File: src/hdl/qvd_pkg.sv
// ---------------------------------------------------------------------------
// qvd_pkg
// shared types and constants of the query vector distance engine
// ---------------------------------------------------------------------------
package qvd_pkg;

    // kind of an input beat
    typedef enum logic {
        OP_LOAD = 1'b0,
        OP_CAND = 1'b1
    } t_op;

    // configuration register indexes
    typedef enum logic {
        REG_VECTOR_LENGTH = 1'b0,
        REG_METRIC_MODE   = 1'b1
    } t_reg_idx;

    typedef enum logic {
        METRIC_EUCLID = 1'b0,
        METRIC_DOT    = 1'b1
    } t_metric;

    // per-element control that travels with the operands
    typedef struct packed {
        t_metric mode;
        logic    last;
    } t_ctrl;

    localparam int          LEN_WIDTH   = 11;
    localparam int          CFG_WIDTH   = 11;
    localparam logic [10:0] LEN_RESET   = 11'd128;
    localparam int          ACC_WIDTH   = 48;
    localparam int          IDX_WIDTH   = 16;
    localparam int          QUEUE_DEPTH = 4;
    localparam int          QPTR_WIDTH  = 2;
    localparam int          QLVL_WIDTH  = 3;

endpackage

File: src/hdl/qvd_queue.sv
// ---------------------------------------------------------------------------
// qvd_queue
// short first-in first-out queue between the front and the back part
// ---------------------------------------------------------------------------
module qvd_queue #(
    parameter int WIDTH = 34
) (
    input  logic                           i_clk,
    input  logic                           i_rst_n,
    input  logic                           i_push,
    input  logic [WIDTH-1:0]               i_data,
    input  logic                           i_pop,
    output logic [WIDTH-1:0]               o_data,
    output logic                           o_empty,
    output logic [qvd_pkg::QLVL_WIDTH-1:0] o_level
);
    import qvd_pkg::*;

    logic [WIDTH-1:0]      r_store [QUEUE_DEPTH];
    logic [QPTR_WIDTH-1:0] r_wr_ptr;
    logic [QPTR_WIDTH-1:0] r_rd_ptr;
    logic [QLVL_WIDTH-1:0] r_level;
    logic [QLVL_WIDTH-1:0] n_level;
    logic                  w_full;

    assign w_full  = (r_level == QLVL_WIDTH'(QUEUE_DEPTH));
    assign o_empty = (r_level == '0);
    assign o_level = r_level;
    assign o_data  = r_store[r_rd_ptr];

    always_comb begin
        n_level = r_level;
        if (i_push && !i_pop) begin
            n_level = r_level + 1'b1;
        end else if (!i_push && i_pop) begin
            n_level = r_level - 1'b1;
        end
    end

    always_ff @(posedge i_clk) begin
        if (i_push) begin
            r_store[r_wr_ptr] <= i_data;
        end
    end

    always_ff @(posedge i_clk) begin
        if (!i_rst_n) begin
            r_wr_ptr <= '0;
            r_rd_ptr <= '0;
            r_level  <= '0;
        end else begin
            if (i_push) begin
                r_wr_ptr <= r_wr_ptr + 1'b1;
            end
            if (i_pop) begin
                r_rd_ptr <= r_rd_ptr + 1'b1;
            end
            r_level <= n_level;
        end
    end

    a_no_overflow: assert property (@(posedge i_clk) disable iff (!i_rst_n)
        !(i_push && w_full && !i_pop))
        else $error("queue written while full");

    a_no_underflow: assert property (@(posedge i_clk) disable iff (!i_rst_n)
        !(i_pop && o_empty))
        else $error("queue read while empty");

endmodule

File: config.mk
export PLATFORM = sky130hd
export DESIGN_NAME = qvd_queue
export DESIGN_NICKNAME = d
export VERILOG_FILES = /design/src/hdl/qvd_pkg.sv /design/src/hdl/qvd_queue.sv
export SDC_FILE = /design/constraint.sdc
export NUM_CORES = 1
export LEC_CHECK = 0
export ABC_AREA = 1
export ABC_CLOCK_PERIOD_IN_PS = 2250
export BUFFER_PORTS_ARGS = -buffer_cell sky130_fd_sc_hd__buf_2
export CAP_MARGIN = 30
export CORE_UTILIZATION = 54
export CTS_CLUSTER_DIAMETER = 200
export DETAILED_ROUTE_END_ITERATION = 6
export PLACE_DENSITY = 0.75
export SLEW_MARGIN = 30
export SYNTH_ARGS = -nofsm -noshare
export SYNTH_HDL_FRONTEND = slang
export SYNTH_SLANG_ARGS = --single-unit
File: constraint.sdc
create_clock -name i_clk -period 2.25 [get_ports i_clk]
set_clock_uncertainty 0.1 [all_clocks]
set_input_delay 0.1125 -clock i_clk [delete_from_list [all_inputs] [get_ports i_clk]]
set_output_delay 0.1125 -clock i_clk [all_outputs]
set_load 0.02 [all_outputs]
==> impl_results.md <==
* Cell taking the most area after synthesis: edfxtp_1
* Crit share post-route at 0.950
* CTS Sinks at 145
* Post-synthesis mux area share at 0
* Ranking of synthesized cells by area: edfxtp_1 (72%), o21ai_0 (6.1%), o22ai_2 (4.4%)
* Post-synthesis compound-gate area fraction at 0.128
* Total Negative Setup Slacks at 0 ns
* Post-Synth Adder-Cell Area at 0.0145
* Setup violators final at 0
* Post-synth net total at 430
* Reg-to-Reg End: r_store[2][7]
* Critical path's largest stage delay at 0.48 ns
* Worst hold slack at about 0.23 ns
* Die Ht at roughly 100 um
* Syn_area_per_cell at 14.7 um2
* Worst r2r src: r_wr_ptr[0]
* Vias after detailed routing at approximately 3500
* Comb pwr share at 0.104
* Crit-path max FO at 36
* Final ANT Viol Nets at 0
* Remaining global-route overflow at 0
* YS warnings at 0
* Crit path cell chain: buf_8, o21ai_0, o22ai_1, buf_2
* Power Dens Cells at 952 nW/um2
* Yosys reg bits at 145
* First-pass GRT wire length at 18000 um
* Synth Area in XOR/XNOR at 0
* Wire length per cell at 17.2 um
* DP HPWL at 6130 um
* Unique masters post-synth at 23
* Met3 Track Usage GR at 0.0724
* Tot GR Track Use at 0.224
* Max-cap viol count at 0
* Synth top area share at 0.718
* Die area at 10900 um2
* # fillers at 695
* CTS Root Cell: clkbuf_8
* Top Usage Layer GRT: met2
* Iteration-0 DRC Markers at 221
* Max VDD drop at 0.597 mV
* Crit. End Element: output pin
* Achievable Freq at around 0.47 GHz
* Mapped Area at 5690 um2
* Asr flop ratio synth at 0
* Largest net degree at the start of global routing at 69
* CTS tree: yes
* NetSw at 1.59 mW
* Rows at 37
* WP data required at 2.04 ns
* Sequential share of power at 0.455
* WHS Endpoint: r_store[3][0]
* RePlAce Congestion at 0.689
* HP Class: in -> reg
* Placed cells at 586
* Clk_lat worst skew at 0.52 ns
* Slew @ Worst Pin at between 0.4 and 0.5 ns
* Final Core Density at 0.700
* Core box area at 10300 um2
* Worst R2R Setup Slack at 0.43 ns
* Clock group share of total power at 0.441
* Final min period at 2.14 ns
* Hold_sp: i_data[0]
* Reg2reg path depth at 5
* Number of global-route vias before repair at 3676
* Layout area overhead at 26.6%
* Crit-path slowest cell: dfxtp_4
* Largest family of logic cells by synthesized area: compound AO/OA/AOI/OAI gates
* Sequential Area at 4270 um2
* Share of cells above drive strength 1 at 0.306
* DIE WIDTH at 105 um
* Multi-input gate area at between 1000 and 1500 um2
* Pint at about 5.3 mW
* Input/output buffers at between 70 and 80
* Hold depth at 2
* RSZ-0062 raised after global routing: no
* DRC viols at 0
* # IOs at 76
* Setup CP Type: reg -> out
* Initial Utilization at 0.553
* Worst-case clock buffer depth at 2
* Register area share after synthesis at 0.750
* Clock slew at reported path FFs at 0.06 ns
* DRT Pass-1 Iters at 5
* Leak Pwr at roughly 2.6 nW
* EDFF count, synth at 136
* Final Hold Viols at 0
* Initial antenna violation count at 0
* Post-synthesis instance total at 386
* Non-filler instance count after layout at 655
* Final net count at 550
* M1 GR Usage at 0.267
* Simple-gate share of the synthesized area at 0.0658
* Antenna fix cells at 0
* Via-to-Cell Ratio at 5.36
* Slew Limit Fails at 0
* Slew Limit Headroom at 0.670
* H-tree levels at 4
* TritonCTS buffer count at 17
* Dominant synthesized flop cell: edfxtp_1
* Final WL at approximately 11000 um
* Status: completed
* Crit start category: register
* Met2 usage at 0.369
* Net Sw Frac at 0.233
* Worst Path Arrival at 1.93 ns
==> through the flow <==
step                area [um2]  power, mW  worst slack [ns]
finish                    7200       6.85             0.112
global route              7200       7.08            0.0267
CTS                       7190       6.89            0.0731
detailed placement        6160       3.83             0.438
global placement          6160       3.81             0.488
floorplan                 5690       3.61             0.501
==> worst max path at each step <==
stage | cells after the start | to | slack (ns) | startpoint
4_1_cts | 4 | o_data[3] | 0.07 | register
5_1_grt | 4 | o_data[25] | 0.03 | register
3_5_place_dp | 5 | r_store[2][7] | 0.44 | r_wr_ptr[0]
2_1_floorplan | 4 | r_store[2][0] | 0.50 | r_wr_ptr[0]
6_report | 4 | o_data[23] | 0.11 | register
3_3_place_gp | 5 | r_store[2][7] | 0.49 | r_wr_ptr[0]
==> power groups by stage <==
| stage | clock network [mW] | registers, mW | logic (mW) |
|---|---|---|---|
| floorplan | 0 | 3.17 | 0.438 |
| global placement | 0 | 3.17 | 0.640 |
| detailed placement | 0 | 3.17 | 0.656 |
| CTS | 3.05 | 3.12 | 0.717 |
| global route | 3.17 | 3.13 | 0.778 |
| finish | 3.02 | 3.12 | 0.712 |
==> layout by cell type, fill, tap and decap left out, types with 2 or more instances in the layout <==
cell type / n
nor2_2: 20
buf_12: 2
ha_1: 5
inv_1: 11
inv_6: 4
clkinvlp_4: 3
buf_4: 6
o22ai_1: 14
o21ai_1: 5
a21oi_1: 4
nand2_1: 9
clkbuf_16: 16
bufinv_16: 5
clkinv_4: 2
edfxtp_1: 136
o21ai_0: 69
o22ai_2: 20
dlygate4sd3_1: 37
clkinv_1: 5
buf_2: 75
dfxtp_1: 8
nor2_1: 53
==> timing repair <==
item                                    CTS  global route
buffers inserted                          0             0
hold endpoints to repair                145             0
hold buffers                             37             0
endpoints found under the setup margin   11             4
resized for setup                         4             2
==> sequential cells by signal (all words and copies together) (netlist names), named ones only <==
signal	count
r_rd_ptr	2
r_wr_ptr	2
r_store	136
o_level	3
==> synthesized netlist by cell type, types with 3 or more instances <==
master	number
inv_1	15
a21oi_1	4
edfxtp_1	136
o21ai_0	69
nand2_1	9
buf_12	3
nor2_2	20
o22ai_2	20
o21ai_1	5
nor2_1	53
buf_2	12
o22ai_1	14
dfxtp_1	9
ha_1	5
==> metal layers <==
layer  wire length, um  share of wire
met4               229          0.020
met3               715          0.063
met2              5830           0.52
met1              4510           0.40
met5                 0              0
==> cell type report <==
class,count,area share
clock buffer,17,0.0575
clock inverter,15,0.0318
inverter,17,0.0103
multi-input combinational,203,0.165
sequential,145,0.593
tap,136,0.0236
timing repair buffer,122,0.119
==> cell families (layout without fill, tap and decap cells) <==
| logic type | count (synthesis) | after routing |
|---|---|---|
| AO/OA/AOI/OAI | 112 | 112 |
| buffers and inverters | 38 | 171 |
| AND/OR/NAND/NOR | 85 | 85 |
| flip-flops | 145 | 145 |
| adder cells (fa/ha/maj) | 6 | 6 |
==> critical path, delay by kind of cell, from the launching register on <==
kind                   cells  cell delay, ns
AO/OA/AOI/OAI              2            0.42
flip-flops                 1            0.48
buffers and inverters      2            0.49
(Power assumes the default switching activity.)
