### config.mk
export PLATFORM = sky130hd
export DESIGN_NAME = qvd_back
export DESIGN_NICKNAME = d
export VERILOG_FILES = /design/src/hdl/qvd_pkg.sv /design/src/hdl/qvd_back.sv
export SDC_FILE = /design/constraint.sdc
export NUM_CORES = 1
export LEC_CHECK = 0
export ABC_AREA = 1
export BUFFER_PORTS_ARGS = -buffer_cell sky130_fd_sc_hd__buf_2
export CAP_MARGIN = 20
export CORE_MARGIN = 2
export CORE_UTILIZATION = 37
export CTS_CLUSTER_DIAMETER = 150
export DETAILED_ROUTE_END_ITERATION = 8
export GPL_ROUTABILITY_DRIVEN = 0
export HOLD_SLACK_MARGIN = 0.05
export PLACE_DENSITY = 0.56
export SLEW_MARGIN = 10
export SYNTH_ARGS = -nofsm -noshare
export SYNTH_HDL_FRONTEND = slang
export SYNTH_SLANG_ARGS = --single-unit
### constraint.sdc
create_clock -name i_clk -period 7.7 [get_ports i_clk]
set_clock_uncertainty 0.1 [all_clocks]
set_input_delay 0 -clock i_clk [delete_from_list [all_inputs] [get_ports i_clk]]
set_output_delay 0 -clock i_clk [all_outputs]
set_load 0.01 [all_outputs]
### src/hdl/qvd_pkg.sv
// ---------------------------------------------------------------------------
// qvd_pkg
// shared types and constants of the query vector distance engine
// ---------------------------------------------------------------------------
package qvd_pkg;

    // kind of an input beat
    typedef enum logic {
        OP_LOAD = 1'b0,
        OP_CAND = 1'b1
    } t_op;

    // configuration register indexes
    typedef enum logic {
        REG_VECTOR_LENGTH = 1'b0,
        REG_METRIC_MODE   = 1'b1
    } t_reg_idx;

    typedef enum logic {
        METRIC_EUCLID = 1'b0,
        METRIC_DOT    = 1'b1
    } t_metric;

    // per-element control that travels with the operands
    typedef struct packed {
        t_metric mode;
        logic    last;
    } t_ctrl;

    localparam int          LEN_WIDTH   = 11;
    localparam int          CFG_WIDTH   = 11;
    localparam logic [10:0] LEN_RESET   = 11'd128;
    localparam int          ACC_WIDTH   = 48;
    localparam int          IDX_WIDTH   = 16;
    localparam int          QUEUE_DEPTH = 4;
    localparam int          QPTR_WIDTH  = 2;
    localparam int          QLVL_WIDTH  = 3;

endpackage

### src/hdl/qvd_back.sv
// ---------------------------------------------------------------------------
// qvd_back
// multiply, accumulate and finish one distance per candidate vector
// ---------------------------------------------------------------------------
module qvd_back #(
    parameter int ELEM_WIDTH = 16
) (
    input  logic                  i_clk,
    input  logic                  i_rst_n,
    input  logic                  i_empty,
    input  logic [ELEM_WIDTH-1:0] i_query,
    input  logic [ELEM_WIDTH-1:0] i_elem,
    input  qvd_pkg::t_ctrl        i_ctrl,
    output logic                  o_pop,
    output logic                  m_axis_tvalid,
    input  logic                  m_axis_tready,
    output logic [63:0]           m_axis_tdata   // distance[47:0], vector_index[63:48]
);
    import qvd_pkg::*;

    localparam int OPW  = ELEM_WIDTH + 1;
    localparam int TW   = 2 * ELEM_WIDTH + 2;
    localparam logic [63:0] ONE_WIDE = 64'd1 << (2 * ELEM_WIDTH - 2);
    localparam logic [ACC_WIDTH-1:0] FIXED_ONE = ONE_WIDE[ACC_WIDTH-1:0];

    logic                    w_en;
    logic                    r_s1_valid;
    logic [ELEM_WIDTH-1:0]   r_s1_query;
    logic [ELEM_WIDTH-1:0]   r_s1_elem;
    t_ctrl                   r_s1_ctrl;
    logic                    r_s2_valid;
    logic signed [TW-1:0]    r_s2_term;
    t_ctrl                   r_s2_ctrl;
    logic [ACC_WIDTH-1:0]    r_acc;
    logic                    r_res_valid;
    logic [ACC_WIDTH-1:0]    r_res_sum;
    t_metric                 r_res_mode;
    logic                    r_out_valid;
    logic [ACC_WIDTH-1:0]    r_out_dist;
    logic [IDX_WIDTH-1:0]    r_out_idx;
    logic [IDX_WIDTH-1:0]    r_count;

    logic signed [OPW-1:0]   w_q;
    logic signed [OPW-1:0]   w_e;
    logic signed [OPW-1:0]   w_a;
    logic signed [OPW-1:0]   w_b;
    logic signed [TW-1:0]    w_term;
    logic signed [ACC_WIDTH-1:0] w_term_acc;
    logic [ACC_WIDTH-1:0]    w_sum;

    // whole back part holds while a finished result waits
    assign w_en  = !r_out_valid || m_axis_tready;
    assign o_pop = w_en && !i_empty;

    // one shared multiplier: difference squared or plain product
    always_comb begin
        w_q = $signed({r_s1_query[ELEM_WIDTH-1], r_s1_query});
        w_e = $signed({r_s1_elem[ELEM_WIDTH-1], r_s1_elem});
        unique case (r_s1_ctrl.mode)
            METRIC_EUCLID: begin
                w_a = w_q - w_e;
                w_b = w_q - w_e;
            end
            METRIC_DOT: begin
                w_a = w_q;
                w_b = w_e;
            end
        endcase
        w_term = TW'(w_a) * TW'(w_b);
    end

    assign w_term_acc = ACC_WIDTH'(r_s2_term);
    assign w_sum      = r_acc + w_term_acc;

    always_ff @(posedge i_clk) begin
        if (w_en) begin
            r_s1_query <= i_query;
            r_s1_elem  <= i_elem;
            r_s1_ctrl  <= i_ctrl;
            r_s2_term  <= w_term;
            r_s2_ctrl  <= r_s1_ctrl;
            if (r_s2_valid && r_s2_ctrl.last) begin
                r_res_sum  <= w_sum;
                r_res_mode <= r_s2_ctrl.mode;
            end
            if (r_res_valid) begin
                r_out_dist <= (r_res_mode == METRIC_DOT) ? (FIXED_ONE - r_res_sum)
                                                          : r_res_sum;
                r_out_idx  <= r_count;
            end
        end
    end

    always_ff @(posedge i_clk) begin
        if (!i_rst_n) begin
            r_s1_valid  <= 1'b0;
            r_s2_valid  <= 1'b0;
            r_res_valid <= 1'b0;
            r_out_valid <= 1'b0;
            r_acc       <= '0;
            r_count     <= '0;
        end else if (w_en) begin
            r_s1_valid  <= o_pop;
            r_s2_valid  <= r_s1_valid;
            r_res_valid <= r_s2_valid && r_s2_ctrl.last;
            r_out_valid <= r_res_valid;
            if (r_s2_valid) begin
                r_acc <= r_s2_ctrl.last ? '0 : w_sum;
            end
            if (r_res_valid) begin
                r_count <= r_count + 1'b1;
            end
        end
    end

    assign m_axis_tvalid = r_out_valid;
    assign m_axis_tdata  = {r_out_idx, r_out_dist};

    a_acc_holds: assert property (@(posedge i_clk) disable iff (!i_rst_n)
        !w_en |=> $stable(r_acc))
        else $error("accumulator moved while output stalled");

    a_result_shown: assert property (@(posedge i_clk) disable iff (!i_rst_n)
        (r_res_valid && w_en) |=> m_axis_tvalid)
        else $error("finished sum did not reach the output");

endmodule

==> summary.md, run 1 <==
| Metric | Value |
|---|---|
| Status | finished clean |
| CTS sink count | ~250 |
| Syn Inst Count | about 3300 |
| Starting Density | 0.375 |
| Syn_nets | about 3800 |
| Antenna cell count | 0 |
| CP max-delay cell | fa_1 |
| Fraction of layout instances using a drive strength above 1 | 0.107 |
| Clock Latency Late Sink | about 600 ps |
| Multi-input logic area | between 0.015 and 0.02 mm² |
| Worst Path Max Fanout | 14 |
| Total Routed Length | approximately 71 mm |
| Slew @ Worst Pin | 1020 ps |
| Worst Setup SP | r_s1_query[2]$_DFFE_PN_ |
| Area growth, synth to finish | 14.9% |
| Reg2reg end | r_s2_term[25]$_DFFE_PN_ |
| # IOs | 104 |
| Final ANT Viol Nets | 0 |
| Slew margin rel. | 0.321 |
| Register area share after synthesis | 0.260 |
| Fmax | around 0.13 GHz |
| WHS Path Cells | 2 |
| Inserted Clock Buffers | 31 |
| Routed wire per std cell | between 15 and 20 µm |
| Crit path kind | register to register |
| Dpl hpwl | 58.2 mm |
| TritonCTS clock tree | built |
| Hold Crit Start | i_ctrl[1] |
| First-pass GRT wire length | 116 mm |
| Largest net degree at the start of global routing | 71 |
| Synth Flop Type | edfxtp_1 |
| Number of global-route vias before repair | between 20000 and 25000 |
| DRT iter0 DRCs | roughly 1300 |
| Required time of the critical path | ~8000 ps |
| Number of flops mapped to enable cells by yosys | about 180 |
| Crit path largest cell delay | 610 ps |
| Layout Nets | around 4000 |
| Unrepaired setup endpoints after global routing | true |
| CP dominant cell by count | fa_1 |
| Clock buffer depth | 3 |
| Worst EP arrival | between 7000 and 8000 ps |
| Die Wd | between 200 and 300 µm |
| Tcrit/Tclk final | 0.966 |
| Fill cells | around 7200 |
| Avg Cell Area, Syn | roughly 8 µm² |
| WHS | 65.0 ps |
| Hold EP | r_s1_ctrl[1]$_DFFE_PN_ |
| Worst r2r path cells | 28 |
| DIE AREA | 0.0734 mm² |
| FF/Latch Area | between 0.006 and 0.007 mm² |
| R2r startpoint | r_s1_query[2]$_DFFE_PN_ |
| Placement Rows | between 90 and 100 |
| R2R setup slack | 260 ps |
| Synthesized cell area | 0.0263 mm² |
| Initial DRT Pass Iterations | 6 |
| Yosys reg bits | 251 |
| GRT overflow | 0 |
| Clock root buffer | clkbuf_16 |
| Slew Limit Fails | 0 |
| Gr usage total | 0.199 |
| Port bufs | ~100 |
| Reg clk slew, reported paths | ~60 ps |
| Antenna violations before repair | 0 |
| Async set-or-reset flop fraction in the synthesized netlist | 0 |
| Vert. Die Dim | 271 µm |
| Final setup fails | 0 |
| CP Capture Type | register |
| CP Launch Type | register |
| Max-Cap Viols | 0 |
| Netlist cell types | between 50 and 60 |
| CTS HTree Levels | 1 |
| Avg Vias per Cell | between 4 and 5 |
| Total number of yosys warnings | 0 |
| DRC viols | 0 |
| Final Hold Fails | 0 |
| Routed vias | 21400 |
| Hold Crit Class | primary input to register |
| Minimum clock period | roughly 7400 ps |
| Core ar. | 0.0703 mm² |
==> routing by layer <==
layer | track usage | share of wire | vias up
li1 | - | - | 10600
met2 | 0.334 | 0.46 | 559
met5 | 0 | 0 | -
met3 | 0.0272 | 0.064 | 113
met4 | 0.0532 | 0.026 | 0
met1 | 0.270 | 0.45 | 10100
==> flip-flops by register name, summed over array words and instances (netlist names), 2 cells and up <==
signal,flops
r_count,16
r_out_idx,16
r_res_sum,48
r_out_dist,48
r_s1_elem,16
r_s2_ctrl,2
r_s1_query,16
r_s1_ctrl,2
r_s2_term,34
r_acc,48
==> worst max path at each step <==
stage,endpoint,slack [ps],depth (start not counted)
final,r_s2_term[25]$_DFFE_PN_,260,28
after global routing,r_s2_term[32]$_DFFE_PN_,-20,31
after CTS,r_s2_term[32]$_DFFE_PN_,20,27
after floorplan,r_s2_term[33]$_DFFE_PN_,710,31
after global placement,r_s2_term[32]$_DFFE_PN_,100,27
after detailed placement,r_s2_term[32]$_DFFE_PN_,60,27
==> cells by family after synthesis <==
group	synth area share
AOI/OAI and AO/OA	0.0536
xor gates and xnor gates	0.0352
adders and majority gates	0.298
buffers and inverters	0.117
DFF	0.260
and+or+nand+nor	0.236
==> area by class of cell <==
class / instances / area share
repair buffers: 244 / 0.0579
flip-flops and latches: 251 / 0.227
clock inverters: 16 / 0.00628
inverters: 742 / 0.0930
multi-input cells: 2275 / 0.550
well taps: 940 / 0.0389
clock buffers: 42 / 0.0277
==> worst max-delay path, delay by kind of cell, from the launching register on <==
family	cells	cell delay [ps]
AOI/OAI and AO/OA	5	990
adders and majority gates	8	3780
xor gates and xnor gates	1	160
and+or+nand+nor	11	1250
DFF	1	410
buffers and inverters	3	460
==> stage by stage <==
stage                     utilization  setup WS [ps]  setup TNS, ps  instances  area [µm²]
after floorplan                     -            705              0       3317       26300
after global placement          0.402            101              0       4372       28200
after detailed placement        0.402           57.3              0       4372       28200
after CTS                       0.426           17.0              0       4502       30000
after global routing            0.431          -22.3          -33.3       4510       30300
final                           0.431            265              0       4510       30300
==> cells in the final DEF (no fill, tap or decap), drive strengths merged, types with 75 or more instances in the layout <==
cell type	n
ha	150
fa	298
nand3	137
edfxtp	183
xor2	75
a21oi	139
inv	740
nor2	380
buf	172
nand2	839
==> timing repair <==
action                                  in CTS  in global routing
hold endpoints to repair                    73                  0
gates resized for setup                      0                 69
setup buffers                                0                  8
endpoints found under the setup margin       0                 18
hold buffers                                72                  0
==> Yosys cell counts (11+ instances only) <==
master / number / area share
nand3_1: 131 / 0.025
nor2_1: 369 / 0.053
o21ai_2: 14 / 0.0047
inv_2: 25 / 0.0036
fa_1: 298 / 0.23
dfxtp_1: 68 / 0.052
o21ai_0: 45 / 0.0085
a21o_1: 11 / 0.0031
and2_1: 30 / 0.0071
a21oi_1: 137 / 0.026
ha_1: 150 / 0.071
buf_2: 12 / 0.0023
clkbuf_1: 16 / 0.0023
nand4_1: 31 / 0.0074
inv_1: 714 / 0.10
o21ai_1: 13 / 0.0025
nand2_4: 16 / 0.0068
nor3_1: 32 / 0.0061
xor2_1: 74 / 0.025
nand2_2: 18 / 0.0043
xnor2_1: 30 / 0.010
nand2_1: 805 / 0.11
edfxtp_1: 183 / 0.21
Power of run 1 is not shown: default switching activity piles up to over one toggle a cycle in this logic, so the estimate is an artifact.
==> inputs of run 2 (changes only) <==
BUFFER_PORTS_ARGS = unset   (was -buffer_cell sky130_fd_sc_hd__buf_2)
DONT_BUFFER_PORTS = 1   (was unset)
PLACE_DENSITY = 0.55   (was 0.56)
==> summary.md, run 2 (synthesized netlist as in run 1, its figures left out) <==
| Metric | Value |
|---|---|
| Minimum clock period | approximately 7400 ps |
| Starting Density | 0.375 |
| Placed cells | 4276 |
| Multi-input logic area | roughly 0.017 mm² |
| Hold Crit Start | m_axis_tready |
| Inserted Clock Buffers | 31 |
| First-pass GRT wire length | 116 mm |
| Fmax | roughly 0.13 GHz |
| Fraction of layout instances using a drive strength above 1 | 0.0786 |
| Area growth, synth to finish | 13.1% |
| Slew Limit Fails | 0 |
| Core ar. | ~0.07 mm² |
| Clock Latency Late Sink | roughly 600 ps |
| Antenna cell count | 0 |
| Unrepaired setup endpoints after global routing | true |
| Slew @ Worst Pin | between 1000 and 1500 ps |
| Vert. Die Dim | approximately 270 µm |
| Setup tns final | 0 ps |
| Routed vias | 21100 |
| Clock buffer depth | 3 |
| # IOs | 104 |
| Initial DRT Pass Iterations | 5 |
| CP max-delay cell | fa_1 |
| Port bufs | 0 |
| Die Wd | around 270 µm |
| Number of global-route vias before repair | between 20000 and 25000 |
| Status | finished clean |
| Regs by FF count | r_acc x48, r_out_dist x48, r_res_sum x48 |
| CTS sink count | roughly 250 |
| Layout Nets | 3935 |
| WHS | 114 ps |
| Dpl hpwl | roughly 58 mm |
| Core Util, Final | 0.424 |
| Crit path largest cell delay | ~570 ps |
| CP dominant cell by count | nand2_1 |
| Gr usage total | 0.201 |
| Final ANT Viol Nets | 0 |
| Final setup fails | 0 |
| Final Non-Filler Cells | between 4000 and 5000 |
| Tcrit/Tclk final | 0.965 |
| Clock root buffer | clkbuf_16 |
| Max-Cap Viols | 0 |
| CP Capture Type | register |
| Routed wire per std cell | approximately 16 µm |
| Crit path kind | register to register |
| Required time of the critical path | between 7000 and 8000 ps |
| Hold Crit Class | primary input to register |
| Slew margin rel. | 0.299 |
| DIE AREA | roughly 0.073 mm² |
| Worst Path Max Fanout | 12 |
| Worst EP arrival | between 7000 and 8000 ps |
| Placement Rows | slightly below 100 |
| R2r startpoint | r_s1_query[4]$_DFFE_PN_ |
| Antenna violations before repair | 0 |
| Final Hold Fails | 0 |
| Worst Setup SP | r_s1_query[4]$_DFFE_PN_ |
| Commonest non-fill, non-tap cell in the layout | nand2_1 |
| Avg Vias per Cell | 4.78 |
| Most frequent cells in the layout | nand2_1, inv_1, nor2_1, fa_1, edfxtp_1 |
| TritonCTS clock tree | built |
| Reg clk slew, reported paths | 60 ps |
| CP Launch Type | register |
| Largest net degree at the start of global routing | 71 |
| GRT overflow | 0 |
| DRT iter0 DRCs | 1414 |
| Total Routed Length | between 70 and 80 mm |
| CTS HTree Levels | 1 |
| Fill cells | ~7200 |
| FF/Latch Area | between 0.006 and 0.007 mm² |
| DRC viols | 0 |
[run 2: cell types whose count changed in the layout (fill, tap and decap cells not counted), sizes merged]
| cell | before | now |
|---|---|---|
| bufinv | 3 | 4 |
| buf | 172 | 76 |
| clkinvlp | 6 | 4 |
| clkinv | 9 | 10 |
[run 2: worst max-delay path, delay by kind of cell (launching register included)]
| kind | cells | cell delay (ps) |
|---|---|---|
| and+or+nand+nor | 12 | 1590 |
| adders and majority gates | 8 | 3750 |
| xor gates and xnor gates | 1 | 140 |
| AOI/OAI and AO/OA | 3 | 410 |
| DFF | 1 | 420 |
| buffers and inverters | 7 | 770 |
[run 2: per-stage QoR]
step                      worst slack [ps]  instance area, µm²
final                                  271               29800
after global routing                 -48.6               29800
after CTS                              189               29500
after detailed placement               210               27800
after global placement                 242               27800
after floorplan                        705               26300
[run 2: final cells by class]
| cell class | instances | share of cell area |
|---|---|---|
| timing repair buffer | 148 | 0.0438 |
| inverter | 742 | 0.0947 |
| sequential | 251 | 0.230 |
| multi-input combinational | 2275 | 0.556 |
| clock inverter | 16 | 0.00706 |
| tap | 940 | 0.0395 |
| clock buffer | 42 | 0.0284 |
[run 2: final timing paths]
kind,endpoint,slack (ps),cells after the start
setup / recovery,r_s2_term[31]$_DFFE_PN_,270,31
hold / removal,m_axis_tvalid$_SDFFE_PN0N_,110,4
setup reg to reg,r_s2_term[31]$_DFFE_PN_,270,31
hold reg to reg,r_s2_ctrl[0]$_DFFE_PN_,320,0
[run 2: metal layers]
metal	global-route usage	share of wire
met3	0.0369	0.069
met1	0.275	0.46
met5	0	0
met2	0.328	0.45
met4	0.0468	0.022
[run 2: timing repair]
item                                    CTS  global route
gates resized for setup                   0            54
endpoints found under the setup margin    0            14
hold endpoints to repair                104             0
hold buffers                             72             0
setup buffers                             0             8
Power of run 2 is left out for the same reason.
==> inputs of run 3 (changes only) <==
--- a/constraint.sdc
+++ b/constraint.sdc
@@ -3,3 +3,3 @@
 set_input_delay 0 -clock i_clk [delete_from_list [all_inputs] [get_ports i_clk]]
 set_output_delay 0 -clock i_clk [all_outputs]
-set_load 0.01 [all_outputs]
+set_load 0.05 [all_outputs]
==> summary.md, run 3 (synthesized netlist as in run 1, its figures left out) <==
| Metric | Value |
|---|---|
| Starting Density | 0.375 |
| Fmax | between 0.1 and 0.15 GHz |
| CP dominant cell by count | fa_1 |
| DRT iter0 DRCs | about 1400 |
| Area growth, synth to finish | 13.0% |
| # IOs | 104 |
| Tcrit/Tclk final | 0.962 |
| Clock root buffer | clkbuf_16 |
| Required time of the critical path | slightly below 8000 ps |
| Placement Rows | 97 |
| Critical path's top delay family | adder cells |
| Status | finished clean |
| Gr usage total | 0.199 |
| Layout Nets | ~3900 |
| GRT overflow | 0 |
| Routed wire per std cell | about 16 µm |
| Minimum clock period | between 7000 and 8000 ps |
| Reg clk slew, reported paths | roughly 70 ps |
| Most frequent cells in the layout | nand2_1, inv_1, nor2_1, fa_1, edfxtp_1 |
| Clock buffer depth | 3 |
| Worst Path Max Fanout | 12 |
| Largest net degree at the start of global routing | between 70 and 80 |
| Clock Latency Late Sink | between 600 and 700 ps |
| Worst EP arrival | ~7600 ps |
| Fraction of layout instances using a drive strength above 1 | 0.0810 |
| Inserted Clock Buffers | 31 |
| CP max-delay cell | fa_1 |
| Initial DRT Pass Iterations | 5 |
| Final setup fails | 0 |
| Avg Vias per Cell | about 4.8 |
| Max-Cap Viols | 0 |
| Fill cells | roughly 7000 |
| TritonCTS clock tree | built |
| CP Capture Type | register |
| Port bufs | 0 |
| Fin area | just under 0.03 mm² |
| Slew margin rel. | 0.288 |
| Die Wd | between 200 and 300 µm |
| CTS HTree Levels | 1 |
| Core ar. | 0.0703 mm² |
| Slew Limit Fails | 0 |
| Antenna violations before repair | 0 |
| Dpl hpwl | approximately 58 mm |
| Commonest non-fill, non-tap cell in the layout | nand2_1 |
| DRC viols | 0 |
| Hold Crit Class | primary input to register |
| First-pass GRT wire length | around 120 mm |
| DIE AREA | 0.0734 mm² |
| Crit path kind | register to register |
| Slew @ Worst Pin | between 1000 and 1500 ps |
| Number of global-route vias before repair | about 22000 |
| CP Launch Type | register |
| Regs by FF count | r_acc x48, r_out_dist x48, r_res_sum x48 |
| CP bufs+invs | 4 |
| Placed cell areas | roughly 0.028 mm² |
| Total Routed Length | around 70 mm |
| Final ANT Viol Nets | 0 |
| Antenna cell count | 0 |
| Unrepaired setup endpoints after global routing | true |
| Final Hold Fails | 0 |
| Routed vias | 21100 |
| Crit path largest cell delay | between 500 and 600 ps |
| CTS sink count | roughly 250 |
| Vert. Die Dim | 271 µm |
==> run 3: cell type report <==
| cell class | instances | area, µm² | area share |
|---|---|---|---|
| repair buffers | 141 | 1260 | 0.0424 |
| inverters | 742 | 2820 | 0.0946 |
| flip-flops and latches | 251 | 6860 | 0.230 |
| multi-input cells | 2275 | 16600 | 0.557 |
| clock buffers | 35 | 811 | 0.0272 |
| well taps | 940 | 1180 | 0.0395 |
| clock inverters | 23 | 254 | 0.00853 |
==> run 3: worst paths after layout <==
check,cells past startpoint,from,slack (ps),to
worst max-delay path,27,r_s1_query[2]$_DFFE_PN_,290,r_s2_term[27]$_DFFE_PN_
worst min-delay path,4,m_axis_tready,140,m_axis_tvalid$_SDFFE_PN0N_
worst max register to register,27,r_s1_query[2]$_DFFE_PN_,290,r_s2_term[27]$_DFFE_PN_
worst min register to register,0,r_s1_ctrl[0]$_DFFE_PN_,330,r_s2_ctrl[0]$_DFFE_PN_
==> run 3: repair_timing <==
action	in CTS	in global routing
endpoints found under the hold margin	100	0
resized for setup	0	64
hold buffers	71	0
setup endpoints to repair	0	15
buffers inserted	0	3
==> run 3: metrics by stage <==
stage / hold WS, ps / setup TNS [ps] / utilization / cells / worst slack [ps]
after floorplan: -1.13 / 0 / - / 3317 / 705
after global placement: -1.09 / 0 / 0.395 / 4275 / 210
after detailed placement: -1.09 / 0 / 0.395 / 4275 / 209
after CTS: 92.2 / 0 / 0.420 / 4404 / 169
after global routing: 178 / -13.3 / 0.424 / 4407 / -9.29
final: 140 / 0 / 0.424 / 4407 / 294
==> run 3: worst register-to-register path: stages (launching register included) <==
cell      delay, ps
edfxtp_1        420
ha_1            420
nand2_2         100
o31ai_2         410
nand3_1         210
nand2_1         100
nand2_1          60
nand3_2          80
nand2_2         170
clkinv_2        240
nand2_1         120
fa_1            540
inv_1            50
fa_1            470
fa_1            550
fa_1            520
fa_1            540
inv_1            50
fa_1            530
inv_1            40
ha_1            340
a21oi_1         230
o21ai_0         110
a21oi_1         210
nand3_1         190
nand2_1          90
nand2_1          60
xor2_1          170
==> run 3: routing by layer <==
layer / share of wire / GRT usage / vias up
met3: 0.065 / 0.0327 / 100
met1: 0.46 / 0.276 / 10000
met2: 0.45 / 0.323 / 544
met5: 0 / 0 / -
met4: 0.023 / 0.0464 / 0
li1: - / - / 10400
Power of run 3 is left out for the same reason.
